## src/hdl/bpa_pkg.sv

```systemverilog
// Shared types, codes and default sizes for the bitmap page allocator.
// Used by the controller, the datapath and the top level.

package bpa_pkg;

  localparam int DEF_NUM_PAGES = 65536;
  localparam int DEF_WORD_BITS = 64;

  localparam int OP_W   = 3;
  localparam int IDX_W  = 16;
  localparam int CNT_W  = 17;
  localparam int RES_W  = 16;
  localparam int STAT_W = 2;

  localparam int IN_TDATA_W  = 40;
  localparam int OUT_TDATA_W = 24;

  typedef enum logic [OP_W-1:0] {
    OP_ALLOC    = 3'd0,
    OP_FREE     = 3'd1,
    OP_RESERVE  = 3'd2,
    OP_RELEASE  = 3'd3,
    OP_ALL_USED = 3'd4
  } op_t;

  typedef enum logic [STAT_W-1:0] {
    RS_DONE  = 2'd0,
    RS_NONE  = 2'd1,
    RS_RANGE = 2'd2
  } res_status_t;

  // Page window scanned by the datapath
  typedef enum logic [1:0] {
    SEG_UP    = 2'd0,  // hint up to the top page
    SEG_WRAP  = 2'd1,  // page 0 up to the hint
    SEG_RANGE = 2'd2,  // reserve / release range, clipped
    SEG_FREE  = 2'd3   // single page
  } seg_t;

  typedef enum logic [3:0] {
    S_CLR_RST,
    S_IDLE,
    S_DECODE,
    S_DIV,
    S_LOAD,
    S_BASE,
    S_CHECK,
    S_RD,
    S_EV,
    S_CLR_OP,
    S_FIN
  } state_t;

  typedef struct packed {
    logic        in_load;
    logic        div_load;
    logic        seg_load;
    seg_t        seg_sel;
    logic        base_load;
    logic        ev;
    logic        advance;
    logic        clr_start;
    logic        clr_step;
    logic        res_set;
    res_status_t res_code;
    logic        out_load;
  } bpa_cmd_t;

  typedef struct packed {
    op_t  op;
    seg_t seg;
    logic idx_bad;
    logic cnt_zero;
    logic empty;
    logic seg_last;
    logic found;
    logic clr_last;
    logic out_full;
  } bpa_stat_t;

endpackage

```

## src/hdl/bpa_ctrl.sv

```systemverilog
// Request sequencer for the bitmap page allocator.
// Depends on bpa_pkg; drives the datapath through bpa_cmd_t.

module bpa_ctrl
  import bpa_pkg::*;
(
  input  logic      clk,
  input  logic      rst,
  input  logic      s_tvalid,
  output logic      s_tready,
  input  bpa_stat_t stat,
  output bpa_cmd_t  cmd
);

  state_t state, state_next;
  logic   is_alloc;

  assign is_alloc = (stat.op == OP_ALLOC);

  always_ff @(posedge clk) begin
    if (rst) begin
      state <= S_CLR_RST;
    end else begin
      state <= state_next;
    end
  end

  always_comb begin
    state_next = state;
    case (state)
      S_CLR_RST: begin
        if (stat.clr_last) state_next = S_IDLE;
      end
      S_IDLE: begin
        if (s_tvalid) state_next = S_DECODE;
      end
      S_DECODE: begin
        case (stat.op)
          OP_ALLOC:    state_next = S_BASE;
          OP_FREE:     state_next = stat.idx_bad ? S_FIN : S_DIV;
          OP_RESERVE,
          OP_RELEASE:  state_next = (stat.cnt_zero || stat.idx_bad) ? S_FIN : S_DIV;
          OP_ALL_USED: state_next = S_CLR_OP;
          default:     state_next = S_FIN;
        endcase
      end
      S_DIV:  state_next = S_LOAD;
      S_LOAD: state_next = S_BASE;
      S_BASE: state_next = S_CHECK;
      S_CHECK: begin
        if (stat.empty) begin
          state_next = (is_alloc && stat.seg == SEG_UP) ? S_BASE : S_FIN;
        end else begin
          state_next = S_RD;
        end
      end
      S_RD: state_next = S_EV;
      S_EV: begin
        if (is_alloc && stat.found) begin
          state_next = S_FIN;
        end else if (stat.seg_last) begin
          state_next = (is_alloc && stat.seg == SEG_UP) ? S_BASE : S_FIN;
        end else begin
          state_next = S_RD;
        end
      end
      S_CLR_OP: begin
        if (stat.clr_last) state_next = S_FIN;
      end
      S_FIN: begin
        if (!stat.out_full) state_next = S_IDLE;
      end
      default: state_next = S_IDLE;
    endcase
  end

  always_comb begin
    cmd      = '0;
    s_tready = 1'b0;
    case (state)
      S_CLR_RST: cmd.clr_step = 1'b1;
      S_IDLE: begin
        s_tready    = 1'b1;
        cmd.in_load = s_tvalid;
      end
      S_DECODE: begin
        case (stat.op)
          OP_ALLOC: begin
            cmd.seg_load = 1'b1;
            cmd.seg_sel  = SEG_UP;
          end
          OP_FREE: begin
            cmd.res_set  = stat.idx_bad;
            cmd.res_code = RS_RANGE;
          end
          OP_RESERVE,
          OP_RELEASE: begin
            cmd.res_set  = !stat.cnt_zero && stat.idx_bad;
            cmd.res_code = RS_RANGE;
          end
          OP_ALL_USED: cmd.clr_start = 1'b1;
          default: ;
        endcase
      end
      S_DIV: cmd.div_load = 1'b1;
      S_LOAD: begin
        cmd.seg_load = 1'b1;
        cmd.seg_sel  = (stat.op == OP_FREE) ? SEG_FREE : SEG_RANGE;
      end
      S_BASE: cmd.base_load = 1'b1;
      S_CHECK: begin
        if (stat.empty && is_alloc) begin
          if (stat.seg == SEG_UP) begin
            cmd.seg_load = 1'b1;
            cmd.seg_sel  = SEG_WRAP;
          end else begin
            cmd.res_set  = 1'b1;
            cmd.res_code = RS_NONE;
          end
        end
      end
      S_EV: begin
        cmd.ev = 1'b1;
        if (!(is_alloc && stat.found)) begin
          if (!stat.seg_last) begin
            cmd.advance = 1'b1;
          end else if (is_alloc) begin
            if (stat.seg == SEG_UP) begin
              cmd.seg_load = 1'b1;
              cmd.seg_sel  = SEG_WRAP;
            end else begin
              cmd.res_set  = 1'b1;
              cmd.res_code = RS_NONE;
            end
          end
        end
      end
      S_CLR_OP: cmd.clr_step = 1'b1;
      S_FIN: cmd.out_load = !stat.out_full;
      default: ;
    endcase
  end

endmodule

```

## config.mk

```make
export PLATFORM = sky130hd
export DESIGN_NAME = bpa_ctrl
export DESIGN_NICKNAME = d
export VERILOG_FILES = /design/src/hdl/bpa_pkg.sv /design/src/hdl/bpa_ctrl.sv
export SDC_FILE = /design/constraint.sdc
export NUM_CORES = 1
export LEC_CHECK = 0
export BUFFER_PORTS_ARGS = -buffer_cell sky130_fd_sc_hd__buf_2
export CAP_MARGIN = 20
export CORE_MARGIN = 3
export CORE_UTILIZATION = 45
export DETAILED_ROUTE_END_ITERATION = 6
export PLACE_DENSITY = 0.76
export REMOVE_ABC_BUFFERS = 1
export SLEW_MARGIN = 20
export SYNTH_ARGS = -nofsm -noshare
export SYNTH_HDL_FRONTEND = slang
export SYNTH_SLANG_ARGS = --single-unit
export TNS_END_PERCENT = 50
```

## constraint.sdc

```tcl
create_clock -name clk -period 2.3 [get_ports clk]
set_clock_uncertainty 0.15 [all_clocks]
set_input_delay 0.23 -clock clk [delete_from_list [all_inputs] [get_ports clk]]
set_output_delay 0.23 -clock clk [all_outputs]
set_load 0.05 [all_outputs]
```

**After elaboration in Yosys (flattened, before gate mapping)**

Index checks and enable logic that the tools add are counted.

- Memory bits (writable): 0
- Output and inout port bits: 15
- Bits of input ports: 15
- Bits in latches: 0
- Register bits after elaboration: 4
- Memories kept: 0
- Bits in read-only memories: 0

- Add/subtract/negate cells: 0
- Eq/ne operators: 18
- Muxes and demuxes: 38
- Divide/modulo/power cells: 0
- Multipliers: 0
- Bitwise gates (word level): 0
- Shift operators: 0
- Reduce and logical (&&, ||, !) cells: 13
- Magnitude comparators: 0

Operators with widths:

| kind | count |
|---|---|
| one-hot mux 4 bit (11 select lines) | 1 |
| two-way mux 4 bit | 10 |
| two-way mux 3 bit | 11 |
| == test 4 x 3 -> 1 bit (second input constant) | 4 |
| one-hot mux 4 bit (4 select lines) | 1 |
| == test 4 bit (second input constant) | 3 |
| one-hot mux 3 bit (4 select lines) | 1 |
| two-way mux 1 bit | 11 |
| one-hot mux 3 bit (3 select lines) | 1 |
| == test 4 x 2 -> 1 bit (second input constant) | 2 |
| != test 2 bit (second input constant) | 4 |
| == test 3 x 2 -> 1 bit (second input constant) | 2 |
| one-hot mux 3 bit (2 select lines) | 1 |
| == test 4 x 1 -> 1 bit (second input constant) | 1 |
| logical AND 1 bit | 4 |
| zero test 4 bit | 1 |
| AND reduction 4 bit | 1 |
| OR reduction 2 bit | 2 |
| == test 3 x 1 -> 1 bit (second input constant) | 1 |
| == test 3 bit (second input constant) | 1 |
| zero test 3 bit | 1 |
| zero test 1 bit | 2 |
| zero test 2 bit | 1 |
| two-way mux 2 bit | 1 |
| logical OR 1 bit | 1 |

**Depth between registers and ports, before layout**

Gate-level depths: netlist (run 1).

- Depth after elaboration: 6
- Depth in mapped cells: 6
- Depth with buffers taken out: 4

**Worst setup path after synthesis (run 1)**

No wires, ideal clock.

- Kind: flip-flop to output port
- From: reg state[3]
- To: out cmd[13] (netlist name)
- Path slack: -0.891 ns
- Arrival: 2.811 ns
- Cell stages (with the launch flop): 5
- Path through: dfxtp_1 buf_2 buf_1 nor4_1 and2_1

RTL lines:

| what | line | source |
|---|---|---|
| from (decl) | bpa_ctrl.sv:15 | `state_t state, state_next;` |
| from (signal assigned) | bpa_ctrl.sv:24 | `state <= state_next;` |
| to (decl) | bpa_ctrl.sv:12 | `output bpa_cmd_t cmd` |

==> results of run 1 <==
power breakdown:
part	internal [uW]	switching [uW]	leakage, uW
clock	58.6	33.0	0.0000138
combinational	215	381	0.000340
sequential	90.0	38.0	0.0000331
synth_stat cells, types with 2 or more instances:
library cell,n
nor2_1,10
a21oi_1,7
nand2_1,6
buf_2,5
o21ai_0,5
dfxtp_1,4
nand3_1,4
and3_1,3
clkbuf_1,3
nor3_1,3
nor4_1,3
a21o_1,2
nand2b_1,2
nand3b_1,2
nor2b_1,2
or4b_4,2
kinds of logic (layout without fill, tap and decap cells):
kind of cell | count (synthesis) | count (layout)
compound gates | 33 | 33
xor+xnor | 1 | 1
buf+inv | 12 | 41
flops | 4 | 4
simple gates | 47 | 47
routing by layer:
layer  vias to the layer above  track usage
met2                        44       0.3352
met3                         4      0.03557
li1                        429            -
met4                         0      0.08523
met5                         -            0
met1                       379       0.2552
cell type report:
class | count | share of cell area
clock buffers | 3 | 0.02473
inverters | 1 | 0.004121
multi-input cells | 81 | 0.6305
flip-flops and latches | 4 | 0.08929
well taps | 15 | 0.02060
repair buffers | 37 | 0.2308
worst max-delay path, stage by stage, from the launching register on:
cell      delay (ns)
dfxtp_1         0.36
or3b_2          0.51
a221oi_2        0.32
a31o_1          0.13
buf_2           0.25
through the flow:
| step | total power (uW) | cell area, sq um | util | hold slack [ns] |
|---|---|---|---|---|
| after global routing | 871.0 | 910.9 | 0.6512 | 0.06929 |
| final | 815.3 | 910.9 | 0.6512 | 0.06924 |
| after detailed placement | 718.7 | 882.1 | 0.6306 | 0.3151 |
| after global placement | 708.0 | 882.1 | 0.6306 | 0.3153 |
| after floorplan | 553.7 | 658.1 | - | 0.1433 |
| after CTS | 812.3 | 904.6 | 0.6467 | 0.06401 |
cell usage in the layout (no fill, tap or decap), types with 3 or more instances in the layout:
master,n
nor4_1,3
buf_2,27
a21oi_1,7
clkbuf_4,5
nand2_1,6
nor3_1,3
and3_1,3
dfxtp_1,3
nor2_1,10
o21ai_0,5
nand3_1,4
buf_4,8
path summary, 6_finish.rpt:
path / end / start / cells past startpoint
worst max-delay path: cmd[3] / state[1] / 4
worst max register to register: state[0] / state[1] / 5
worst min register to register: state[1] / state[3] / 3
worst min-delay path: state[3] / rst / 2
repair_timing:
action,4_1_cts,5_1_grt
setup buffers,0,0
gates resized for setup,0,3
setup endpoints to repair,0,3
==> impl_results.md, run 1 <==
- Post-Route WL: 1943 um
- Largest net degree at the start of global routing: 14
- Power Density: 895.1 nW/um^2
- Flop-to-flop setup slack: 0.45 ns
- #FFs+latches synth: 4
- Dpl cells: 138
- H-tree levels: 1
- Chip Width: 45.85 um
- Setup TNS: 0 ns
- Synth Area in Compound Gates: 0.3695
- Final-report max-slew violation count: 0
- Worst-path maximum fanout: 6
- Max cap viols: 0
- Ports: 30
- # clock sinks: 4
- PortBufs: 29
- Clk slew on worst S/H paths: 0.04 ns
- Area leader, netlist: dfxtp_1
- Hold-fix buffers, CTS: 0
- EDFF count, synth: 0
- Final Hold Viols: 0
- Antenna cells: 0
- Mapped Avg Cell Area: 7.365 sq um
- Num rows: 13
- Rel. slew slack: 0.7546
- Met2 wire len: 907 um
- TritonRoute pass-1 iters: 4
- Die area: 2102 sq um
- Initial Util: 0.5107
- Starting DRC count in detailed routing: 34
- Global-route wire length before repair: 3174 um
- Register area share after synthesis: 0.1121
- Yosys warning count: 0
- Mapped Cells: 97
- Biggest register: state
- Main combinational cell family by area after synthesis: simple AND/OR/NAND/NOR gates
- Worst skew pair latency: 0.24 ns
- Setup slack after layout: 0.1114 ns
- GRT overflow: 0
- Root Driver: clkbuf_4
- Setup Crit Path Kind: flip-flop to primary output
- Wire length on met3: 155 um
- Largest register FFs: 4
- Synth Area in XOR/XNOR: 0.01226
- Worst setup EP type: primary output
- Post-synthesis cell type count: 50
- Simple-gate share of the synthesized area: 0.4221
- Share of post-route cells with drive strength above 1: 0.4286
- Routability cong.: 0.9131
- Place WS: 0.3386 ns
- Non-Filler Instances: 141
- Max Used Layer: met4
- Area share of the largest cell type after synthesis: 0.1121
- Worst slew pin tran: 0.3647 ns
- Mapped cell area: 714.4 sq um
- Area occupied by multi-input gates: 574.3 sq um
- DR vias/cell: 6.071
- Die height: 45.85 um
- Post-route DRC: 0
- Filler instances: 125
- CTS Buffer Depth: 2
- Synth area leaders: dfxtp_1, nor2_1, a21oi_1
- Largest regs: state (4)
- Core area: 1399 sq um
- Initial antenna violation count: 0
- Predominant post-synthesis flop cell: dfxtp_1
- Final setup fails: 0
- Asr flop ratio synth: 0
- Antenna-violating nets left: 0
- CP arrival: 1.81 ns
- Total Routing Usage GR: 0.2033
- Pleak: 0.0003872 uW
- Wl on met1: 849 um
- Max Fclk: 456.9 MHz
- Area Overhead vs Synth: 27.50%
- Vias in the first global route: 780
- Final period utilization: 0.9516
- VDD IR max: 0.4359 mV
- Tmin final: 2.189 ns
- FF+latch area: 81.33 sq um
- Via Count: 856
- RSZ-0062 raised after global routing: no
- CTS tree: built
- Outcome: complete, no violations
- CTS buffer count: 3
- Post-Synth Adder-Cell Area: 0
- DPL Wire Length: 1599 um
- Final nets: 143
- DR WL/cell: 13.78 um
- HP Class: primary input to flip-flop
- Mux cell area share after synthesis: 0
- Kind of start point of the critical path: flip-flop
- Critical Path RT: 1.92 ns
(Power assumes the default switching activity.)
==> inputs of run 2 (changes only) <==
--- a/config.mk
+++ b/config.mk
@@ -5,12 +5,13 @@
 export SDC_FILE = /design/constraint.sdc
 export NUM_CORES = 1
 export LEC_CHECK = 0
+export ABC_AREA = 1
 export BUFFER_PORTS_ARGS = -buffer_cell sky130_fd_sc_hd__buf_2
 export CAP_MARGIN = 20
 export CORE_MARGIN = 3
-export CORE_UTILIZATION = 45
+export CORE_UTILIZATION = 43
 export DETAILED_ROUTE_END_ITERATION = 6
-export PLACE_DENSITY = 0.76
+export PLACE_DENSITY = 0.77
 export REMOVE_ABC_BUFFERS = 1
 export SLEW_MARGIN = 20
 export SYNTH_ARGS = -nofsm -noshare
==> impl_results.md, run 2 <==
- Share of post-route cells with drive strength above 1: 0.3475
- Via Count: 801
- CP arrival: 1.62 ns
- Share of power burned in registers: 0.171
- Largest regs: state (4)
- Commonest cells post-synth: nand2_1, nor2_1, inv_1, nand3_1, nor2_2
- Root Driver: clkbuf_4
- Predominant post-synthesis flop cell: dfxtp_1
- Biggest register: state
- Worst-path maximum fanout: 8
- Core area: 1186 sq um
- Most common cell after layout, fill and taps aside: nand2_1
- Final setup fails: 0
- Vias in the first global route: 692
- Worst path bufs/invs: 1
- #FFs+latches synth: 4
- DR WL/cell: 10.88 um
- Asr flop ratio synth: 0
- Max cap viols: 0
- Highest-delay cell along the critical path: dfxtp_1
- Setup repair bufs after CTS: 0
- Final nets: 158
- Post-Route WL: 1687 um
- Die height: 42.71 um
- Final Instance Area: 753.2 sq um
- Rel. slew slack: 0.8070
- HP Class: primary input to flip-flop
- Area leader, netlist: nand2_1
- Max incr delay on CP: 0.48 ns
- Ports: 30
- Total Routing Usage GR: 0.1974
- Tmin final: 2.003 ns
- Worst setup EP type: primary output
- Post_cts resized: 0
- Top Family by Delay on Critical Path: flip-flops
- Most used cell, CP: nand2_1
- Setup Crit Path Kind: flip-flop to primary output
- # clock sinks: 4
- H-tree levels: 1
- Antenna-violating nets left: 0
- Power Density: 973.2 nW/um^2
- Commonest cells after routing, fill and taps aside: nand2_1, buf_2, nor2_1, inv_1, nand3_1
- Mapped Cells: 110
- Die area: 1824 sq um
- Final-report max-slew violation count: 0
- P_int: 286.6 uW
- Chip Width: 42.71 um
- NetSw: 446.4 uW
- Final period utilization: 0.8708
- DPL Wire Length: 1418 um
- Initial antenna violation count: 0
- Synth area leaders: nand2_1, dfxtp_1, nand3_1
- Largest net degree at the start of global routing: 9
- Global-route wire length before repair: 2815 um
- Total power: 733.0 uW
- Area share of the largest cell type after synthesis: 0.1944
- Worst slew pin tran: 0.2892 ns
- Kind of start point of the critical path: flip-flop
- Initial Util: 0.4884
- Largest register FFs: 4
- Critical Path RT: 1.92 ns
- Mapped cell area: 579.3 sq um
- Area of placed instances: 730.7 sq um
- VDD IR max: 0.6047 mV
- GRT overflow: 0
- Hold-fix buffers, CTS: 0
- CTS Buffer Depth: 2
- CTS buffer count: 3
- Starting DRC count in detailed routing: 7
- Critical Path, Cell by Cell: nand2_1, o31ai_1, nand2_1, nand2_1, buf_2
- RSZ-0062 raised after global routing: no
- Pleak: 0.0004369 uW
- Yosys warning count: 0
- Final Hold Viols: 0
- Post-synthesis cell type count: 21
- Worst skew pair latency: 0.24 ns
- Max Fclk: 499.3 MHz
- Register area share after synthesis: 0.1382
- Area Overhead vs Synth: 30.02%
- EDFF count, synth: 0
- Outcome: complete, no violations
- CTS tree: built
- Routability cong.: 0.8357
- Post-route DRC: 0
- PortBufs: 29
- Clk slew on worst S/H paths: 0.04 ns
- Most numerous cell in the Yosys netlist: nand2_1
- Clock power frac: 0.122
- Combinational power share: 0.706
- Mapped Avg Cell Area: 5.266 sq um
- Antenna cells: 0
- DR vias/cell: 5.168
- Sw Ratio: 0.6090
- TritonRoute pass-1 iters: 4
- Num rows: 12
## run 2: kinds of logic (layout without fill, tap and decap cells)
| family | after synthesis | count (layout) | share of synthesized area |
|---|---|---|---|
| AO/OA/AOI/OAI | 12 | 12 | 0.1166 |
| flip-flops | 4 | 4 | 0.1382 |
| AND/OR/NAND/NOR | 76 | 76 | 0.6155 |
| buffers and inverters | 18 | 49 | 0.1296 |
## run 2: final cells by class
| class | count | area, sq um |
|---|---|---|
| multi-input combinational | 88 | 424.2 |
| inverter | 17 | 63.81 |
| timing repair buffer | 29 | 145.1 |
| tap | 14 | 17.52 |
| fill | 136 | 432.9 |
| sequential | 4 | 80.08 |
| clock buffer | 3 | 22.52 |
## run 2: power groups by stage
stage / registers (uW) / logic [uW] / clock network, uW
after detailed placement: 126 / 516 / 0
after CTS: 125 / 519 / 93.4
after global placement: 126 / 513 / 0
after global routing: 130 / 563 / 99.7
after floorplan: 117 / 417 / 0
final: 126 / 518 / 89.8
## run 2: worst register-to-register path: cells and delay by family (launching register included)
family             cells  cell delay [ns]
AOI/OAI and AO/OA      2             0.23
DFF                    1             0.48
and+or+nand+nor        4             0.56
## run 2: path summary, 6_finish.rpt
path	from	endpoint	slack, ns	cells past startpoint
setup reg to reg	state[3]	state[1]	0.81	6
setup / recovery	state[3]	cmd[11]	0.30	5
hold / removal	rst	state[3]	0.04	2
hold reg to reg	state[3]	state[3]	0.43	2
## run 2: per-layer routing
metal | vias to the layer above | global-route usage | wire (um)
met2 | 29 | 0.3144 | 758
met4 | 0 | 0.03727 | 0
met3 | 0 | 0.06780 | 127
met5 | - | 0 | 0
li1 | 428 | - | -
met1 | 344 | 0.2563 | 801
## run 2: stage by stage
stage               cells  setup slack (ns)  hold WS, ns  utilization  TNS (ns)
floorplan             109           -0.1594       0.1491            -   -0.1594
global placement      152            0.5916       0.2828       0.6160         0
detailed placement    152            0.5985       0.2886       0.6160         0
CTS                   155            0.3158      0.02903       0.6350         0
global route          155            0.2046      0.03746       0.6350         0
finish                155            0.2971      0.03673       0.6350         0
